==> src/hdl/qalu_pkg.sv <==
// Shared constants, opcodes, operation classes and Hamilton product tables of the quaternion ALU.
package qalu_pkg;

    localparam int COMP_WIDTH  = 16;
    localparam int FRAC_BITS   = 12;
    localparam int QUEUE_DEPTH = 4;
    localparam int OP_WIDTH    = 4;

    localparam logic [OP_WIDTH-1:0] OP_ADD   = 4'd0;
    localparam logic [OP_WIDTH-1:0] OP_SUB   = 4'd1;
    localparam logic [OP_WIDTH-1:0] OP_PROD  = 4'd2;
    localparam logic [OP_WIDTH-1:0] OP_SCALE = 4'd3;
    localparam logic [OP_WIDTH-1:0] OP_CONJ  = 4'd4;
    localparam logic [OP_WIDTH-1:0] OP_NORM  = 4'd5;
    localparam logic [OP_WIDTH-1:0] OP_INV   = 4'd6;
    localparam logic [OP_WIDTH-1:0] OP_LEN   = 4'd7;
    localparam logic [OP_WIDTH-1:0] OP_SQLEN = 4'd8;

    typedef struct packed {
        logic is_add;
        logic is_sub;
        logic is_prod;
        logic is_scale;
        logic is_conj;
        logic is_norm;
        logic is_inv;
        logic is_len;
        logic is_sqlen;
    } op_class_t;

    localparam int CLASS_W = $bits(op_class_t);

    // Component of b used by each term, and whether the term is subtracted.
    localparam logic [1:0] HAM_B [4][4] = '{
        '{2'd0, 2'd1, 2'd2, 2'd3},
        '{2'd1, 2'd0, 2'd3, 2'd2},
        '{2'd2, 2'd3, 2'd0, 2'd1},
        '{2'd3, 2'd2, 2'd1, 2'd0}
    };
    localparam logic HAM_NEG [4][4] = '{
        '{1'b0, 1'b1, 1'b1, 1'b1},
        '{1'b0, 1'b0, 1'b0, 1'b1},
        '{1'b0, 1'b1, 1'b0, 1'b0},
        '{1'b0, 1'b0, 1'b1, 1'b0}
    };

endpackage

==> src/hdl/qalu_fifo.sv <==
// Small first-word-fall-through queue used between the ALU's parts and at its output.
module qalu_fifo #(
    parameter int WIDTH = 8,
    parameter int DEPTH = qalu_pkg::QUEUE_DEPTH
) (
    input  logic             clk,
    input  logic             rst_n,
    input  logic             push,
    input  logic [WIDTH-1:0] wdata,
    output logic             full,
    input  logic             pop,
    output logic [WIDTH-1:0] rdata,
    output logic             empty
);

    localparam int AW = (DEPTH > 1) ? $clog2(DEPTH) : 1;
    localparam int CW = $clog2(DEPTH + 1);

    logic [WIDTH-1:0] mem_reg [DEPTH];
    logic [AW-1:0]    wr_ptr_reg, wr_ptr_next;
    logic [AW-1:0]    rd_ptr_reg, rd_ptr_next;
    logic [CW-1:0]    count_reg, count_next;
    logic             do_push, do_pop;

    assign full    = (count_reg == CW'(DEPTH));
    assign empty   = (count_reg == '0);
    assign do_push = push && !full;
    assign do_pop  = pop && !empty;
    assign rdata   = mem_reg[rd_ptr_reg];

    always_comb
    begin
        wr_ptr_next = wr_ptr_reg;
        rd_ptr_next = rd_ptr_reg;
        count_next  = count_reg;
        if (do_push)
        begin
            wr_ptr_next = (wr_ptr_reg == AW'(DEPTH - 1)) ? '0 : wr_ptr_reg + 1'b1;
        end
        if (do_pop)
        begin
            rd_ptr_next = (rd_ptr_reg == AW'(DEPTH - 1)) ? '0 : rd_ptr_reg + 1'b1;
        end
        unique case ({do_push, do_pop})
            2'b10:   count_next = count_reg + 1'b1;
            2'b01:   count_next = count_reg - 1'b1;
            default: count_next = count_reg;
        endcase
    end

    always_ff @(posedge clk or negedge rst_n)
    begin
        if (!rst_n)
        begin
            wr_ptr_reg <= '0;
            rd_ptr_reg <= '0;
            count_reg  <= '0;
        end
        else
        begin
            wr_ptr_reg <= wr_ptr_next;
            rd_ptr_reg <= rd_ptr_next;
            count_reg  <= count_next;
        end
    end

    always_ff @(posedge clk)
    begin
        if (do_push)
        begin
            mem_reg[wr_ptr_reg] <= wdata;
        end
    end

endmodule

==> config.mk <==
export PLATFORM = sky130hd
export DESIGN_NAME = qalu_fifo
export DESIGN_NICKNAME = d
export VERILOG_FILES = /design/src/hdl/qalu_pkg.sv /design/src/hdl/qalu_fifo.sv
export SDC_FILE = /design/constraint.sdc
export NUM_CORES = 1
export LEC_CHECK = 0
export ABC_CLOCK_PERIOD_IN_PS = 4900
export BUFFER_PORTS_ARGS = -buffer_cell sky130_fd_sc_hd__buf_2
export CAP_MARGIN = 10
export CORE_AREA = 10 10 64 66
export DETAILED_ROUTE_END_ITERATION = 12
export DIE_AREA = 0 0 74 76
export HOLD_SLACK_MARGIN = 0.1
export PLACE_DENSITY = 0.85
export SYNTH_ARGS = -nofsm -noshare
export SYNTH_HDL_FRONTEND = slang
export SYNTH_SLANG_ARGS = --single-unit
export TNS_END_PERCENT = 20
==> constraint.sdc <==
create_clock -name clk -period 4.9 [get_ports clk]
set_input_delay 1.47 -clock clk [delete_from_list [all_inputs] [get_ports clk]]
set_output_delay 1.47 -clock clk [all_outputs]
set_load 0.01 [all_outputs]
# Yosys cells after proc, flatten, opt, wreduce, memory -nomap -nowiden
# Memories as Yosys holds them, arrays and structs flattened.
# Cells that the tools add are included.
# op_classes
reduce_logical	6
muxes	5
n_addsub	4
n_eq_ne	5
# ops
op	count
$eq 2x2->1 const B	3
$pmux 3 s2	1
$add 2x1->2 const B	2
$mux 2	2
$add 3x1->3 const B	1
$eq 3x3->1 const B	1
$logic_not 3->1	1
$sub 3x1->3 const B	1
$eq 2x1->1 const B	1
$logic_and 1x1->1	2
$logic_not 1->1	2
$mux 1	2
$reduce_bool 2->1	1
# word_totals
memories	1
output_inout_bits	10
regBits	7
mem_bits_rw	32
# mem_list
name	words	word_bits	rd	rd_ports_with_merged_regs	wr	line_no	text
mem_reg	4	8	1	0	1	qalu_fifo.sv:19	logic [WIDTH-1:0] mem_reg [DEPTH];

# Depth between registers and ports, before layout
# depth
word_depth	5
ltp_mapped	9
mapped_depth_nobuf	9

# Worst setup path before layout
# OpenSTA, ideal clock, no wires.
# synth_timing
kind	input to register
start	in push
end	reg count_reg[2]
setup_slack_ns	2.213
n_path_buf	0
required_time_ns	4.821
cell_stages	8
t_arrival_ns	2.607
path_cell_list	and2_4 > inv_1 > ha_1 > inv_1 > fa_1 > xor2_1 > nor2_1 > xor2_1
# synth_via
elab_chain_cells	3
# synth_rtl
element	line_no	text
start, declared	qalu_fifo.sv:8	input logic push,
$logic_and 1x1->1 (*)	qalu_fifo.sv:27	assign do_push = push && !full;
$eq 2x1->1 / $eq 2x2->1 (equally long branches)	qalu_fifo.sv:44	unique case ({do_push, do_pop})
$pmux 3 s2 / $reduce_bool 2->1 (equally long branches)	n/a	
end signal, assigned	qalu_fifo.sv:63	count_reg <= count_next;
end, declared	qalu_fifo.sv:22	logic [CW-1:0] count_reg, count_next;
# Mark *: on every way between the ends. The rest lies on a longest branch, timed or not.
# A chain may end at the register's enable or synchronous reset.

# Final worst setup path
# layout_timing
start	reg rd_ptr_reg[0]
end	out rdata[4]
# layout_via
elab_chain_cells	1
# layout_rtl
element	line_no	text
start, declared	qalu_fifo.sv:21	logic [AW-1:0] rd_ptr_reg, rd_ptr_next;
start signal, assigned	qalu_fifo.sv:62	rd_ptr_reg <= rd_ptr_next;
$mem_v2 4x8	n/a	
end, declared	qalu_fifo.sv:12	output logic [WIDTH-1:0] rdata,
# No other way between the ends.

==> flow_metrics.env <==
export IMPL_die_area_um2=5624
export IMPL_status="complete, no violations"
export IMPL_diodes=0
export IMPL_setup_violations_final=0
export IMPL_fin_crit_ns=3.286
export IMPL_rows=20
export IMPL_syn_nets=102
export IMPL_cts_sinks=39
export IMPL_netlist_instances=83
export IMPL_cap_viol_max_count=0
export IMPL_rsz0062_at_grt="no"
export IMPL_antenna_found_initial=0
export IMPL_top_layer_used="met4"
export IMPL_finalInstanceArea_um2=1824
export IMPL_cp_start_kind="flop"
export IMPL_syn_area_um2=1612
export IMPL_cp_cell_sequence="mux4_2 -> buf_2"
export IMPL_required_ns=3.43
export IMPL_wl_um=2703
export IMPL_grt_start_max_net_pins=13
export IMPL_drt_iter0_markers=21
export IMPL_htree_levels=2
export IMPL_port_buffer_count=21
export IMPL_yosysTopAreaCellShare_pct=59.63
export IMPL_met1_length_um=1062
export IMPL_die_h_um=76
export IMPL_seq_area_frac_synth_pct=70.50
export IMPL_critical_path_buf_inv_count=1
export IMPL_ys_warn_count=0
export IMPL_ys_flop_type="edfxtp_1"
export IMPL_synth_top_cells_by_area="edfxtp_1 60%, mux4_2 11%, dfrtp_1 11%, ha_1 4.7%, and3_2 1.9%"
export IMPL_clk_path_buf_depth=2
export IMPL_ys_top_cells_by_count="32 x edfxtp_1, 8 x inv_1, 8 x mux4_2, 7 x dfrtp_1, 6 x ha_1"
export IMPL_vias=777
export IMPL_finalMaxSlewViolations=0
export IMPL_yosys_area_top_type="edfxtp_1"
export IMPL_critPathMaxStageDelay_ns=0.73
export IMPL_layout_drive_gt1_share_pct=40.91
export IMPL_largest_register_ffs=32
export IMPL_leakagePower_nw=0.7282
export IMPL_period_share_pct=67.06
export IMPL_grt_total_usage_pct=10.40
export IMPL_fin_nets=128
export IMPL_endpoint_kind="output pin"
export IMPL_cts_hold_buf=0
export IMPL_post_route_drc_count=0
export IMPL_setup_tns_ns=0
export IMPL_ys_ff_latch=39
export IMPL_postCtsSetupRepairBufs=0
export IMPL_syn2layout_area_growth_pct=13.20
export IMPL_peakVddDrop_mv=0.3398
export IMPL_drtAntennaViolNets=0
export IMPL_async_flop_share_pct=17.95
export IMPL_post_synth_top_count_cell="edfxtp_1"
export IMPL_power_density_nw_per_um2=591.4
export IMPL_synthMuxAreaShare_pct=15.06
export IMPL_path_delay_family="flip-flops"
export IMPL_hold_path_class="reg2reg"
export IMPL_synth_avg_cell_area_um2=19.42
export IMPL_setup_ws_ns=1.614
export IMPL_wl_per_cell_um=18.90
export IMPL_wl_met2_um=1445
export IMPL_fmax_mhz=304.3
export IMPL_root_buffer="clkbuf_4"
export IMPL_start_util_pct=55.04
export IMPL_place_ws_ns=1.966
export IMPL_clk_latency_ns=0.35
export IMPL_hold_viol_final=0
export IMPL_via_per_inst=5.434
export IMPL_ys_types=19
export IMPL_cts_tree="done"
export IMPL_ctsResizeCount=0
export IMPL_yosys_area_share_simple_pct=4.503
export IMPL_coreArea_um2=2928
export IMPL_die_w_um=74
export IMPL_dr_wl_met3_um=154
export IMPL_clk_pin_slew_ns=0.10
export IMPL_grt_pass1_vias=887
export IMPL_worstMarginPinSlew_ns=0.5921
export IMPL_synth_compound_area_share_pct=0
export IMPL_synthAdderAreaFrac_pct=5.901
export IMPL_relSlewSlack_pct=60.53
export IMPL_path_class="reg2out"
export IMPL_firstDrtPassIters=4
export IMPL_gr_total_overflow=0
export IMPL_cp_slowest_cell="dfrtp_1"
export IMPL_dpl_cell_area_um2=1749
export IMPL_path_max_fanout=11
export IMPL_worst_ep_arrival_time_ns=1.82
export IMPL_synth_top_family_by_area="multiplexers"
export IMPL_hpwl_um=1861
export IMPL_synth_edf_count=32
export IMPL_skew_ns=0.01036
export IMPL_cts_buffers=5
export IMPL_synth_xor_area_share_pct=1.630
export IMPL_gp_routability_congestion=0.6847
export IMPL_io_pins=22
export IMPL_grt_pass1_wl_um=4409
==> where the power goes <==
part,switching [mW],internal (mW)
Sequential,0.0734,0.448
Clock,0.0986,0.108
Combinational,0.160,0.190
==> cell usage in the layout, fill, tap and decap left out <==
cell / synthesis / layout
fa_1: 1 / 1
edfxtp_1: 32 / 32
and3_2: 4 / 4
and2_4: 1 / 1
mux2i_1: 1 / 1
ha_1: 6 / 6
inv_1: 8 / 8
mux2_4: 2 / 2
nor3_1: 1 / 1
or3b_4: 1 / 1
mux4_2: 8 / 8
nand2b_1: 1 / 1
mux2_2: 2 / 2
nor2_1: 3 / 3
xnor2_1: 1 / 1
xor2_1: 2 / 2
dfrtp_1: 7 / 7
buf_2: 1 / 21
clkbuf_1: 0 / 2
bufinv_16: 0 / 1
clkbuf_4: 0 / 5
==> stage by stage <==
stage                     util [%]  std cells  hold WS [ns]  total power, mW
after floorplan                  -         83        0.4564           0.7674
after global placement       59.74        135        0.4755           0.8578
after detailed placement     59.74        135        0.4836           0.8867
after CTS                    62.31        143        0.5019            1.097
after global routing         62.31        143        0.5304            1.147
final                        62.31        143        0.5079            1.079
==> per-layer routing <==
layer | GRT usage, % | vias up
met1 | 10.86 | 385
met3 | 3.516 | 5
met5 | 0 | -
met4 | 5.597 | 0
li1 | - | 363
met2 | 17.49 | 24
==> worst reg2reg max path, stage by stage, from the launching register on <==
cell     delay, ns
dfrtp_1       0.43
or3b_4        0.44
and2_4        0.19
inv_1         0.06
ha_1          0.19
inv_1         0.07
fa_1          0.37
xor2_1        0.15
nor2_1        0.12
xor2_1        0.16
==> cell families after synthesis <==
family,Yosys count
fa+ha+maj,7
buf+inv,10
simple gates,11
xor+xnor,3
flops,39
mux,13
==> final cells by class <==
type	instances	area, µm²
repair buffers	21	105.1
clock buffers	7	45.04
multi-input cells	34	436.7
well taps	33	41.29
fillers	213	1104
flip-flops and latches	39	1136
inverters	8	30.03
clock inverters	1	30.03
==> worst paths after layout <==
| kind | startpoint | end | slack (ns) | cells past startpoint |
|---|---|---|---|---|
| worst min-delay path | count_reg[2]$_DFFE_PN0P_ | count_reg[2]$_DFFE_PN0P_ | 0.51 | 1 |
| max in group asynchronous | rst_n | rd_ptr_reg[0]$_DFFE_PN0P_ | 3.80 | 1 |
| worst max register to register | count_reg[0]$_DFFE_PN0P_ | count_reg[2]$_DFFE_PN0P_ | 2.65 | 9 |
| worst max-delay path | rd_ptr_reg[0]$_DFFE_PN0P_ | rdata[4] | 1.61 | 2 |
| worst min register to register | count_reg[2]$_DFFE_PN0P_ | count_reg[2]$_DFFE_PN0P_ | 0.51 | 1 |
| min in group asynchronous | rst_n | count_reg[1]$_DFFE_PN0P_ | 0.94 | 1 |
(Power assumes the default switching activity.)
